File: src/hw/rtl/erpd_pkg.sv
// Shared types and constants for the epoch reset packet decoder.
package erpd_pkg;

    localparam int unsigned PACKET_BYTES_DEF = 32;
    localparam int unsigned MAGIC_W          = 32;
    localparam int unsigned COUNT_W          = 16;
    localparam int unsigned WORD_W           = 64;
    localparam int unsigned HALF_W           = 16;

    localparam logic [MAGIC_W-1:0] MAGIC_RESET = 32'h5244_3650;
    localparam logic [COUNT_W-1:0] COUNT_MAX   = 16'hFFFF;
    localparam logic [HALF_W-1:0]  VERSION_ONE = 16'd1;

    // Verdict codes, in the order the checks are made.
    typedef enum logic [2:0] {
        ST_OK         = 3'd0,
        ST_SIZE       = 3'd1,
        ST_MAGIC      = 3'd2,
        ST_VERSION    = 3'd3,
        ST_LENGTH     = 3'd4,
        ST_TRANSITION = 3'd5
    } t_status;

    // Packet header state as collected so far.
    typedef struct packed {
        logic [COUNT_W-1:0] byte_count;
        logic               magic_ok;
        logic [HALF_W-1:0]  version_word;
        logic [HALF_W-1:0]  length_word;
        logic [WORD_W-1:0]  session_word;
        logic [WORD_W-1:0]  previous_word;
        logic [WORD_W-1:0]  next_word;
    } t_pkt;

    // One verdict.
    typedef struct packed {
        logic              accepted;
        t_status           status;
        logic [WORD_W-1:0] session_id;
        logic [WORD_W-1:0] previous_epoch;
        logic [WORD_W-1:0] next_epoch;
    } t_result;

endpackage

File: src/hw/rtl/erpd_in_if.sv
// Byte channel into the decoder: valid, ready and one packet byte.
interface erpd_in_if;
    logic       valid;
    logic       ready;
    logic [7:0] byte_value;
    logic       last_byte;

    modport source (output valid, output byte_value, output last_byte, input ready);
    modport sink   (input valid, input byte_value, input last_byte, output ready);
endinterface

File: src/hw/rtl/erpd_out_if.sv
// Verdict channel out of the decoder: valid, ready and one verdict.
interface erpd_out_if;
    logic        valid;
    logic        ready;
    logic        accepted;
    logic [2:0]  status;
    logic [63:0] session_id;
    logic [63:0] previous_epoch;
    logic [63:0] next_epoch;

    modport source (
        output valid, output accepted, output status,
        output session_id, output previous_epoch, output next_epoch,
        input  ready
    );
    modport sink (
        input  valid, input accepted, input status,
        input  session_id, input previous_epoch, input next_epoch,
        output ready
    );
endinterface

File: src/hw/rtl/epoch_reset_packet_decoder_core.sv
// Top level of the epoch reset packet decoder: input register, collector and verdict.
//
//   channel   direction  handshake          word
//   i_in      in         valid / ready      byte_value[7:0], last_byte
//   o_out     out        valid / ready      accepted, status[2:0], session_id,
//                                           previous_epoch, next_epoch (64 each)
//   cfg       in         i_cfg_we           i_cfg_wdata[31:0] = packet magic
//
// One byte is taken every cycle while no final byte waits in the input register
// for room in the result register. A byte is held in the input register, and the
// verdict for a final byte is loaded at the edge where that byte leaves the
// register. Throughput is set by the single pass from the input register through
// the header collector to the result register: one byte per clock when unstalled.
// Reset (i_rst_n low, synchronous) empties both registers and restores the
// packet magic. A stalled verdict holds the input register only when it holds
// a final byte; other bytes keep flowing into the collector.
module epoch_reset_packet_decoder_core #(
    parameter int unsigned PACKET_BYTES = erpd_pkg::PACKET_BYTES_DEF
) (
    input  logic                         i_clk,
    input  logic                         i_rst_n,
    erpd_in_if.sink                      i_in,
    erpd_out_if.source                   o_out,
    input  logic                         i_cfg_we,
    input  logic [erpd_pkg::MAGIC_W-1:0] i_cfg_wdata
);
    import erpd_pkg::*;

    // Input register: one byte with its end-of-packet mark.
    logic       r_in_valid;
    logic [7:0] r_in_byte;
    logic       r_in_last;

    logic    out_valid;
    logic    out_free;
    logic    fire;
    t_pkt    fields;
    t_result result;

    // The result slot is free when empty or being emptied this cycle.
    assign out_free = !out_valid || o_out.ready;

    // A byte leaves the input register when it is not a final byte, or when
    // the verdict it produces has room in the result register.
    assign fire       = r_in_valid && (!r_in_last || out_free);
    assign i_in.ready = !r_in_valid || fire;

    always_ff @(posedge i_clk) begin
        if (!i_rst_n) begin
            r_in_valid <= 1'b0;
        end else if (i_in.ready) begin
            r_in_valid <= i_in.valid;
        end
    end

    always_ff @(posedge i_clk) begin
        if (i_in.ready && i_in.valid) begin
            r_in_byte <= i_in.byte_value;
            r_in_last <= i_in.last_byte;
        end
    end

    erpd_accum u_accum (
        .i_clk       (i_clk),
        .i_rst_n     (i_rst_n),
        .i_cfg_we    (i_cfg_we),
        .i_cfg_wdata (i_cfg_wdata),
        .i_take      (fire),
        .i_byte      (r_in_byte),
        .i_last      (r_in_last),
        .o_fields    (fields)
    );

    erpd_verdict #(
        .PACKET_BYTES (PACKET_BYTES)
    ) u_verdict (
        .i_clk    (i_clk),
        .i_rst_n  (i_rst_n),
        .i_load   (fire && r_in_last),
        .i_ready  (o_out.ready),
        .i_fields (fields),
        .o_valid  (out_valid),
        .o_result (result)
    );

    assign o_out.valid          = out_valid;
    assign o_out.accepted       = result.accepted;
    assign o_out.status         = result.status;
    assign o_out.session_id     = result.session_id;
    assign o_out.previous_epoch = result.previous_epoch;
    assign o_out.next_epoch     = result.next_epoch;

`ifndef SYNTHESIS
    // Bytes that are not final never wait.
    a_body_flows: assert property (@(posedge i_clk) disable iff (!i_rst_n)
        r_in_valid && !r_in_last |-> fire)
        else $error("non-final byte stalled in input register");

    // The accepted flag agrees with the status code.
    a_accept_code: assert property (@(posedge i_clk) disable iff (!i_rst_n)
        out_valid |-> (o_out.accepted == (o_out.status == ST_OK)))
        else $error("accepted flag disagrees with status");

    // A rejected packet carries zero fields.
    a_reject_zero: assert property (@(posedge i_clk) disable iff (!i_rst_n)
        out_valid && !o_out.accepted |->
            (o_out.session_id == '0 && o_out.previous_epoch == '0 &&
             o_out.next_epoch == '0))
        else $error("rejected verdict has nonzero fields");

    // A final byte produces a verdict in the next cycle.
    a_final_gives_verdict: assert property (@(posedge i_clk) disable iff (!i_rst_n)
        fire && r_in_last |=> out_valid)
        else $error("final byte did not produce a verdict");
`endif

endmodule

File: src/hw/rtl/erpd_accum.sv
// Header collector: magic register, byte counter and the packet fields.
module erpd_accum (
    input  logic                          i_clk,
    input  logic                          i_rst_n,
    input  logic                          i_cfg_we,
    input  logic [erpd_pkg::MAGIC_W-1:0]  i_cfg_wdata,
    input  logic                          i_take,
    input  logic [7:0]                    i_byte,
    input  logic                          i_last,
    output erpd_pkg::t_pkt                o_fields
);
    import erpd_pkg::*;

    logic [MAGIC_W-1:0] r_magic;
    t_pkt               r_pkt;
    t_pkt               n_pkt;
    t_pkt               pkt_clear;
    logic [COUNT_W-1:0] pos;

    always_comb begin
        pkt_clear               = '0;
        pkt_clear.magic_ok      = 1'b1;
    end

    // Next header state with the current byte merged in.
    always_comb begin
        n_pkt = r_pkt;
        pos   = r_pkt.byte_count;
        if (pos < 16'd4) begin
            if (i_byte != r_magic[{pos[1:0], 3'b000} +: 8]) begin
                n_pkt.magic_ok = 1'b0;
            end
        end else if (pos < 16'd6) begin
            n_pkt.version_word[{pos[0], 3'b000} +: 8] = i_byte;
        end else if (pos < 16'd8) begin
            n_pkt.length_word[{pos[0], 3'b000} +: 8] = i_byte;
        end else if (pos < 16'd16) begin
            n_pkt.session_word[{pos[2:0], 3'b000} +: 8] = i_byte;
        end else if (pos < 16'd24) begin
            n_pkt.previous_word[{pos[2:0], 3'b000} +: 8] = i_byte;
        end else if (pos < 16'd32) begin
            n_pkt.next_word[{pos[2:0], 3'b000} +: 8] = i_byte;
        end
        if (pos != COUNT_MAX) begin
            n_pkt.byte_count = pos + 16'd1;
        end
    end

    always_ff @(posedge i_clk) begin
        if (!i_rst_n) begin
            r_magic <= MAGIC_RESET;
            r_pkt   <= pkt_clear;
        end else begin
            if (i_cfg_we) begin
                r_magic <= i_cfg_wdata;
            end
            if (i_take) begin
                r_pkt <= i_last ? pkt_clear : n_pkt;
            end
        end
    end

    assign o_fields = n_pkt;

endmodule

File: src/hw/rtl/erpd_verdict.sv
// Verdict checks and the result register with its valid flag.
module erpd_verdict #(
    parameter int unsigned PACKET_BYTES = erpd_pkg::PACKET_BYTES_DEF
) (
    input  logic              i_clk,
    input  logic              i_rst_n,
    input  logic              i_load,
    input  logic              i_ready,
    input  erpd_pkg::t_pkt    i_fields,
    output logic              o_valid,
    output erpd_pkg::t_result o_result
);
    import erpd_pkg::*;

    localparam logic [COUNT_W-1:0] SIZE_WANT = COUNT_W'(PACKET_BYTES);

    t_status status;
    t_result n_result;
    t_result r_result;
    logic    r_valid;

    always_comb begin
        if (i_fields.byte_count != SIZE_WANT) begin
            status = ST_SIZE;
        end else if (!i_fields.magic_ok) begin
            status = ST_MAGIC;
        end else if (i_fields.version_word != VERSION_ONE) begin
            status = ST_VERSION;
        end else if (i_fields.length_word != SIZE_WANT) begin
            status = ST_LENGTH;
        end else if (i_fields.session_word == '0 || i_fields.previous_word == '0 ||
                     i_fields.next_word <= i_fields.previous_word) begin
            status = ST_TRANSITION;
        end else begin
            status = ST_OK;
        end
    end

    always_comb begin
        n_result                = '0;
        n_result.status         = status;
        n_result.accepted       = (status == ST_OK);
        if (status == ST_OK) begin
            n_result.session_id     = i_fields.session_word;
            n_result.previous_epoch = i_fields.previous_word;
            n_result.next_epoch     = i_fields.next_word;
        end
    end

    always_ff @(posedge i_clk) begin
        if (i_load) begin
            r_result <= n_result;
        end
    end

    always_ff @(posedge i_clk) begin
        if (!i_rst_n) begin
            r_valid <= 1'b0;
        end else if (i_load) begin
            r_valid <= 1'b1;
        end else if (i_ready) begin
            r_valid <= 1'b0;
        end
    end

    assign o_valid  = r_valid;
    assign o_result = r_result;

endmodule

File: src/flat_wrapper.sv
// flat-port wrapper written by rule: the top's interface ports become plain ports
module epoch_reset_packet_decoder_core_flat import erpd_pkg::*;
#(
    parameter int unsigned PACKET_BYTES = erpd_pkg::PACKET_BYTES_DEF
)
  (i_clk, i_rst_n, i_cfg_we, i_cfg_wdata, i_in_valid, i_in_byte_value, i_in_last_byte, i_in_ready, o_out_valid, o_out_accepted, o_out_status, o_out_session_id, o_out_previous_epoch, o_out_next_epoch, o_out_ready);
  erpd_in_if i_in_i ();
  erpd_out_if o_out_i ();
  input  logic i_clk;
  input  logic i_rst_n;
  input  logic i_cfg_we;
  input  logic [erpd_pkg::MAGIC_W-1:0] i_cfg_wdata;
  input wire logic [$bits(i_in_i.valid)-1:0] i_in_valid;
  input wire logic [$bits(i_in_i.byte_value)-1:0] i_in_byte_value;
  input wire logic [$bits(i_in_i.last_byte)-1:0] i_in_last_byte;
  output wire logic [$bits(i_in_i.ready)-1:0] i_in_ready;
  output wire logic [$bits(o_out_i.valid)-1:0] o_out_valid;
  output wire logic [$bits(o_out_i.accepted)-1:0] o_out_accepted;
  output wire logic [$bits(o_out_i.status)-1:0] o_out_status;
  output wire logic [$bits(o_out_i.session_id)-1:0] o_out_session_id;
  output wire logic [$bits(o_out_i.previous_epoch)-1:0] o_out_previous_epoch;
  output wire logic [$bits(o_out_i.next_epoch)-1:0] o_out_next_epoch;
  input wire logic [$bits(o_out_i.ready)-1:0] o_out_ready;
  assign i_in_i.valid = i_in_valid;
  assign i_in_i.byte_value = i_in_byte_value;
  assign i_in_i.last_byte = i_in_last_byte;
  assign i_in_ready = i_in_i.ready;
  assign o_out_valid = o_out_i.valid;
  assign o_out_accepted = o_out_i.accepted;
  assign o_out_status = o_out_i.status;
  assign o_out_session_id = o_out_i.session_id;
  assign o_out_previous_epoch = o_out_i.previous_epoch;
  assign o_out_next_epoch = o_out_i.next_epoch;
  assign o_out_i.ready = o_out_ready;
  epoch_reset_packet_decoder_core #(.PACKET_BYTES(PACKET_BYTES)) u_core (.i_clk(i_clk), .i_rst_n(i_rst_n), .i_in(i_in_i), .o_out(o_out_i), .i_cfg_we(i_cfg_we), .i_cfg_wdata(i_cfg_wdata));
endmodule
File: config.mk
export PLATFORM = sky130hd
export DESIGN_NAME = epoch_reset_packet_decoder_core_flat
export DESIGN_NICKNAME = d
export VERILOG_FILES = /design/src/hw/rtl/erpd_pkg.sv /design/src/hw/rtl/erpd_in_if.sv /design/src/hw/rtl/erpd_out_if.sv /design/src/hw/rtl/epoch_reset_packet_decoder_core.sv /design/src/hw/rtl/erpd_accum.sv /design/src/hw/rtl/erpd_verdict.sv /design/src/flat_wrapper.sv
export SDC_FILE = /design/constraint.sdc
export NUM_CORES = 1
export LEC_CHECK = 0
export BUFFER_PORTS_ARGS = -buffer_cell sky130_fd_sc_hd__buf_2
export CAP_MARGIN = 10
export CORE_ASPECT_RATIO = 0.5
export CORE_MARGIN = 2
export CORE_UTILIZATION = 25
export CTS_BUF_LIST = sky130_fd_sc_hd__clkbuf_4
export DETAILED_ROUTE_END_ITERATION = 16
export PLACE_DENSITY = 0.47
export REMOVE_ABC_BUFFERS = 1
export SYNTH_ARGS = -nofsm -noshare
export SYNTH_HDL_FRONTEND = slang
export SYNTH_SLANG_ARGS = --single-unit
export TNS_END_PERCENT = 1
File: constraint.sdc
create_clock -name i_clk -period 8.08 [get_ports i_clk]
set_input_delay 2.424 -clock i_clk [delete_from_list [all_inputs] [get_ports i_clk]]
set_output_delay 2.424 -clock i_clk [all_outputs]
set_load 0.01 [all_outputs]
# Word level (Yosys, flattened, before mapping)
# Index checks and enable logic that the tools add are counted.
# W data, S select, Z words.
# word_totals
register_bits	480
input_bits	46
# op_classes
reduce_logical	15
n_eq_ne	5
muxes	26
shift	5
add_sub_neg	3
n_lt_le_gt_ge	7
# ops
cell	n
$mux W64	4
$mux W241	1
$mux W224	1
$mux W208	1
$bwmux W64	3
$mux W192	1
$logic_not A64 Y1	2
$mux W128	1
$le A64 B64 Y1	1
$shift A8 B8 Y64 const A	1
$shiftx A8 B8 Y64	1
$mux W16	3
$bwmux W16	2
$lt A16 B3 Y1 const B	2
$lt A16 B5 Y1 const B	2
$ne A16 B6 Y1 const B	2
$shiftx A32 B6 Y8	1
$add A16 B1 Y16 const B	1
$lt A16 B4 Y1 const B	1
$lt A16 B6 Y1 const B	1
$ne A16 B1 Y1 const B	1
$ne A16 B16 Y1 const B	1
$shift A8 B6 Y16 const A	1
$shiftx A8 B6 Y16	1
other kinds (10)	25

# Depth between registers and ports, before layout
# depth
word_depth	18
depth_mapped	24

# Cells and area by module
# A second synthesis with hierarchy kept.
# unflattened
cells_unflattened	2208
area_unflattened_um2	24255.8
# modules_own_cells
mod	n_inst	seq_area_each_um2	cells_each	area_each_um2
erpd_accum	1	5465.2	1457	13561.8
erpd_verdict	1	5905.7	733	10341.2
epoch_reset_packet_decoder_core	1	290.3	18	352.8

# Worst setup path after synthesis
# Ideal clock, no wire load.
# synth_timing
path_kind	input to register
from	input o_out_ready
to	register u_core.u_verdict.r_result (netlist bit u_core.u_verdict.o_result[0]) (enable)
required_time_ns	7.497
t_arrival_ns	7.118
setup_slack_ns	0.379
path_stages	3
cell_sequence	nor2b_1 nand2_1 and3_1
# synth_between
elab_chain_len	4
# synth_rtl
element	line_no	source
start, declared	flat_wrapper.sv:23	input wire logic [$bits(o_out_i.ready)-1:0] o_out_ready;
$logic_or A1 B1 Y1	epoch_reset_packet_decoder_core.sv:41	assign out_free = !out_valid || o_out.ready;
$logic_or A1 B1 Y1	epoch_reset_packet_decoder_core.sv:45	assign fire = r_in_valid && (!r_in_last || out_free);
$logic_and A1 B1 Y1	epoch_reset_packet_decoder_core.sv:45	
$logic_and A1 B1 Y1	epoch_reset_packet_decoder_core.sv:79	.i_load (fire && r_in_last),
net u_core.u_verdict.i_load	erpd_verdict.sv:7	input logic i_load,
end signal, assigned	erpd_verdict.sv:52	r_result <= n_result;
end, declared	erpd_verdict.sv:19	t_result r_result;
# The timed path passes the listed nets, and every way through them passes these cells.
# A chain may end at the register's enable or synchronous reset.

# Worst setup path after layout
# layout_timing
from	register u_core.u_accum.r_pkt (netlist bit u_core.u_accum.pos[1])
to	register u_core.u_verdict.r_result (netlist bit u_core.u_verdict.o_result[155]), data pin
# layout_between
elab_chain_len	17
elab_cells_between_ends	43
# layout_rtl
element	line_no	source
start, declared	erpd_accum.sv:15	t_pkt r_pkt;
start signal, assigned	erpd_accum.sv:52	r_pkt <= pkt_clear;
start signal, assigned	erpd_accum.sv:58	r_pkt <= i_last ? pkt_clear : n_pkt;
$neg A6 Y8	erpd_accum.sv:38, erpd_accum.sv:40, erpd_accum.sv:42	
$shiftx A8 B8 Y64 / $shift A8 B8 Y64 (equally long branches)	erpd_accum.sv:38, erpd_accum.sv:40, erpd_accum.sv:42	
$bwmux W64, on equally long branches	erpd_accum.sv:42, erpd_accum.sv:40	
$mux W64, on equally long branches	erpd_accum.sv:41, erpd_accum.sv:39	
$mux W64 / $mux W128 (equally long branches)	erpd_accum.sv:39, erpd_accum.sv:37	
$mux W128 / $mux W192 (equally long branches)	erpd_accum.sv:37, erpd_accum.sv:35	
$mux W192 / $mux W208 (equally long branches)	erpd_accum.sv:35, erpd_accum.sv:33	
$mux W208 / $mux W224 (equally long branches)	erpd_accum.sv:33, erpd_accum.sv:29	
$mux W224 / $logic_not A64 Y1 (equally long branches)	erpd_accum.sv:29, erpd_verdict.sv:31	
$le A64 B64 Y1 / $logic_or A1 B1 Y1 (equally long branches)	erpd_verdict.sv:32, erpd_verdict.sv:31	
$logic_or A1 B1 Y1	erpd_verdict.sv:31	end else if (i_fields.session_word == '0 || i_fields.previous_word == '0 ||
$mux W3	erpd_verdict.sv:31	
$mux W3	erpd_verdict.sv:29	end else if (i_fields.length_word != SIZE_WANT) begin
$mux W3	erpd_verdict.sv:27	end else if (i_fields.version_word != VERSION_ONE) begin
$mux W3	erpd_verdict.sv:25	end else if (!i_fields.magic_ok) begin
$mux W3	erpd_verdict.sv:23	if (i_fields.byte_count != SIZE_WANT) begin
$logic_not A3 Y1	erpd_verdict.sv:43	if (status == ST_OK) begin
# Several ways; a longest one is shown, not always the timed one.

==> parameters.txt <==
Parameter                              Value

Outcome
  Run status ... completed

Routing
  Count of routing violations after the opening detailed-route iteration ... 1,551
  Vias after detailed routing ... 19,600
  DRT antenna net count ... 0
  Routed via count divided by cell count ... 4.78
  Detailed-router iteration count before antenna repair ... 6
  DRC errors left ... 0
  Routed len/inst ... 20.0 um
  Total routed wirelength ... 82.1 mm

Clock tree
  Number of CTS-inserted buffers ... 132
  CTS tree ... done
  Quantity of gates resized following cts ... 0
  Clock root cell ... clkbuf_4
  Clock network latency to the later pin of the worst-skew pair ... 1020 ps
  Number of H-tree levels ... 4
  Clock sink total ... 480
  Post-cts hold buffer count ... 0
  Clock transition at the registers of the reported paths ... 70 ps
  Bufs on Longest Clock Path ... 3
  Setup fix buffers added after clock tree synthesis ... 0

Setup path
  R2R Setup Slk ... 960 ps
  CP max-delay cell ... dfxtp_1
  Depth of the worst register-to-register path ... 19
  Kind of critical path ... register to register
  Most numerous cell on the critical path ... ha_1
  Data required, critical path ... 8920 ps
  Critical R2R Capture ... u_core.u_verdict.o_result[155]
  Largest incremental delay on the critical path ... 910 ps
  Critical path startpoint category ... register
  Reg2Reg Launch Point ... u_core.u_accum.pos[1]
  Highest net fanout along the worst path ... 45
  Setup crit end kind ... register
  Arrival time worst endpoint ... 7960 ps
  Cell-by-cell listing of the critical path ... inv_1, ha_1, ha_1, or4b_2, nor2_1, o21ai_0, ha_1, nand3_1, nor4_1, nand4b_1, nor2_1, a2111oi_0, buf_4, a21oi_1, o2111ai_1, nand3b_4, buf_12, buf_12, a21oi_1

Placed design
  Post-placement setup slack ... 990 ps
  Final RePlAce weighted congestion ... 0.831
  Count of input and output buffers ... 243
  Final HPWL from detailed placement ... 54.0 mm
  Total cell area at the placement stage ... 0.0259 mm^2
  Post-Place Cells ... 3,847

Timing
  Post-route worst setup slack ... 956 ps
  Top achievable clock speed ... 140 MHz
  Hold slack ... 469 ps
  Accumulated negative setup slack ... 0 ps
  Normalized max-slew margin ... 24.5%
  Period Utilization, post-route ... 88.2%
  Post-Route Skew ... 66.5 ps
  Final number of setup-violating endpoints ... 0
  Number of failing hold endpoints at the final stage ... 0
  Number of pins with negative max-slew slack in the final report ... 0
  Slew at the pin with the worst max-slew slack ... 1120 ps
  Setup repair after global routing missed its margin ... no
  Clock period minus final worst setup slack ... 7120 ps

Min path
  Hold Path Class ... register to register
  Startpoint of the most critical hold path ... u_core.u_accum.r_magic[6]
  Count of cells along the worst hold path ... 2
  Endpoint of the worst hold path ... u_core.u_accum.r_magic[6]

Floorplan
  Die Ht ... 220 um
  Number of placed I/O pins ... 244
  Die span in x ... 436 um
  Starting Density ... 25.2%
  Num rows ... 79
  Die area ... 0.0959 mm^2
  Area of the core ... 0.0927 mm^2

Synth
  Dominant synthesized flop cell ... dfxtp_1
  Synthesized flop and latch total ... 480
  Async S/R FF share, synth ... 0%
  Mean instance size in the synthesized netlist ... 9.45 um^2
  Post-synthesis sequential area ratio ... 50.0%
  Cells after synthesis ... 2,470
  Count of flip-flops with a built-in enable after synthesis ... 205
  Count of yosys warnings during synthesis ... 0
  Number of library cell types mapped by synthesis ... 78
  Area of the mapped netlist ... 0.0233 mm^2

Pwr
  Worst ir drop on vdd ... 0.120 mV
  Tot Pwr ... 5.21 mW
  PD cells ... 188 mW/mm^2
  Leak pwr ... 10.0 nW

Finish
  Number of nets in the layout ... 2,840
  # fillers ... 9,887
  Multi-input gate area ... 0.0107 mm^2
  Sequential cell area ... 0.0117 mm^2
  Final cell utilization of the core ... 29.9%
  Final cell area excluding filler cells ... 0.0277 mm^2
  Proportion of layout cells with a drive suffix above 1 ... 19.8%
  Non-Filler Instances ... 4,097
  Area growth syn-to-layout ... 18.8%

Global route
  First-pass GRT wire length ... 120 mm
  Vias in the first global route ... 18,800
  Global-route usage over all layers ... 16.5%
  Remaining Overflow, GRT ... 0
  Pin count of the biggest net entering global routing ... 198
  Number of antenna violations at the first check in global routing ... 12

Run
  Max-capacitance violation count ... 0
## layer usage
metal | track usage [%] | wire length [um] | vias up
met5 | 0 | 98 | -
met4 | 5.24 | 1420 | 14
met3 | 3.23 | 4370 | 120
met2 | 27.2 | 38800 | 567
met1 | 21.8 | 37400 | 9521
li1 | - | - | 9377
## logic make-up after synthesis
logic type,after synthesis,synth area share (%)
and+or+nand+nor,996,21.4
buffers and inverters,242,4.21
muxes,139,6.39
DFF,480,50.0
AOI/OAI and AO/OA,532,13.9
xor gates and xnor gates,13,0.488
adders and majority gates,68,3.65
## sequential cells by signal, indices dropped and copies added, names as in the netlist
signal                     cells
u_core.r_in_last               1
u_core.u_accum.r_pkt         225
u_core.r_in_byte               8
u_core.u_verdict.o_result    196
u_core.u_verdict.o_valid       1
u_core.r_in_valid              1
u_core.u_accum.pos            16
u_core.u_accum.r_magic        32
## worst max path at each step
stage	from	endpoint	slack [ps]
after floorplan	o_out_ready	u_core.u_verdict.o_result[0]	340
after global placement	u_core.u_accum.pos[1]	u_core.u_verdict.o_result[152]	1050
after global routing	u_core.u_accum.pos[1]	u_core.u_verdict.o_result[185]	400
after CTS	u_core.u_accum.pos[1]	u_core.u_verdict.o_result[147]	960
after detailed placement	u_core.u_accum.pos[1]	u_core.u_verdict.o_result[159]	990
final	u_core.u_accum.pos[1]	u_core.u_verdict.o_result[155]	960
## cell usage in the layout (no fill, tap or decap), drive strengths merged, types with 13 or more instances in the layout
| cell type | instances |
|---|---|
| a211oi | 21 |
| a21boi | 16 |
| a21oi | 111 |
| a22oi | 84 |
| a32oi | 13 |
| and2 | 137 |
| and3 | 15 |
| and4 | 14 |
| buf | 297 |
| clkbuf | 216 |
| clkinv | 15 |
| dfxtp | 275 |
| edfxtp | 205 |
| ha | 68 |
| inv | 72 |
| mux2i | 131 |
| nand2 | 309 |
| nand3 | 40 |
| nand4 | 25 |
| nor2 | 234 |
| nor2b | 120 |
| nor3 | 25 |
| nor4 | 30 |
| o21ai | 212 |
## layout make-up
type	instances	area share (%)
Sequential cell	480	42.1
Multi-Input combinational cell	1748	38.6
Timing Repair Buffer	297	6.23
Clock buffer	216	5.85
Tap cell	1255	5.67
Inverter	67	0.907
Clock inverter	24	0.542
Antenna cell	10	0.0903
## power breakdown
group	switching, mW	total, mW	internal (mW)
Sequential	0.0249	2.59	2.56
Combinational	0.193	0.268	0.0754
Clock	1.09	2.35	1.27
## synthesized netlist by cell type, types with 4 or more instances
cell,count,share of area (%)
edfxtp_1,205,26
nor2b_1,120,3.2
nand4_1,23,0.62
or4_1,12,0.39
mux2i_1,131,5.6
or3_1,4,0.11
o31ai_1,4,0.13
a2111oi_0,6,0.23
a21boi_0,15,0.48
o21ai_0,199,4.3
nor2_1,227,3.7
buf_2,21,0.45
and3_1,15,0.40
buf_1,11,0.18
a31oi_1,9,0.24
nor3b_1,5,0.16
nor4_1,27,0.72
a211oi_1,21,0.68
nand3_1,40,0.86
nor3_1,24,0.51
mux4_2,8,0.77
and2_1,137,3.7
nand2_1,309,5.0
o211ai_1,8,0.26
a32oi_1,13,0.49
and4_1,14,0.53
xnor2_1,11,0.41
buf_4,13,0.42
inv_1,66,1.1
dfxtp_1,275,24
or2_2,6,0.16
o21ai_1,13,0.28
a21o_1,6,0.19
clkbuf_1,130,2.1
a22oi_1,84,2.7
nor2_2,5,0.13
o21a_1,4,0.13
nand2b_1,5,0.13
a21oi_1,111,2.4
ha_1,68,3.6
o22ai_1,9,0.24
## worst max-delay path, delay by kind of cell (launching register included)
family                   cells  cell delay, ps
AO/OA/AOI/OAI                5             960
adder cells (fa/ha/maj)      3            1080
buffers and inverters        4             820
flip-flops                   1             910
AND/OR/NAND/NOR              7            3170
Power figures use the tool's default switching activity.
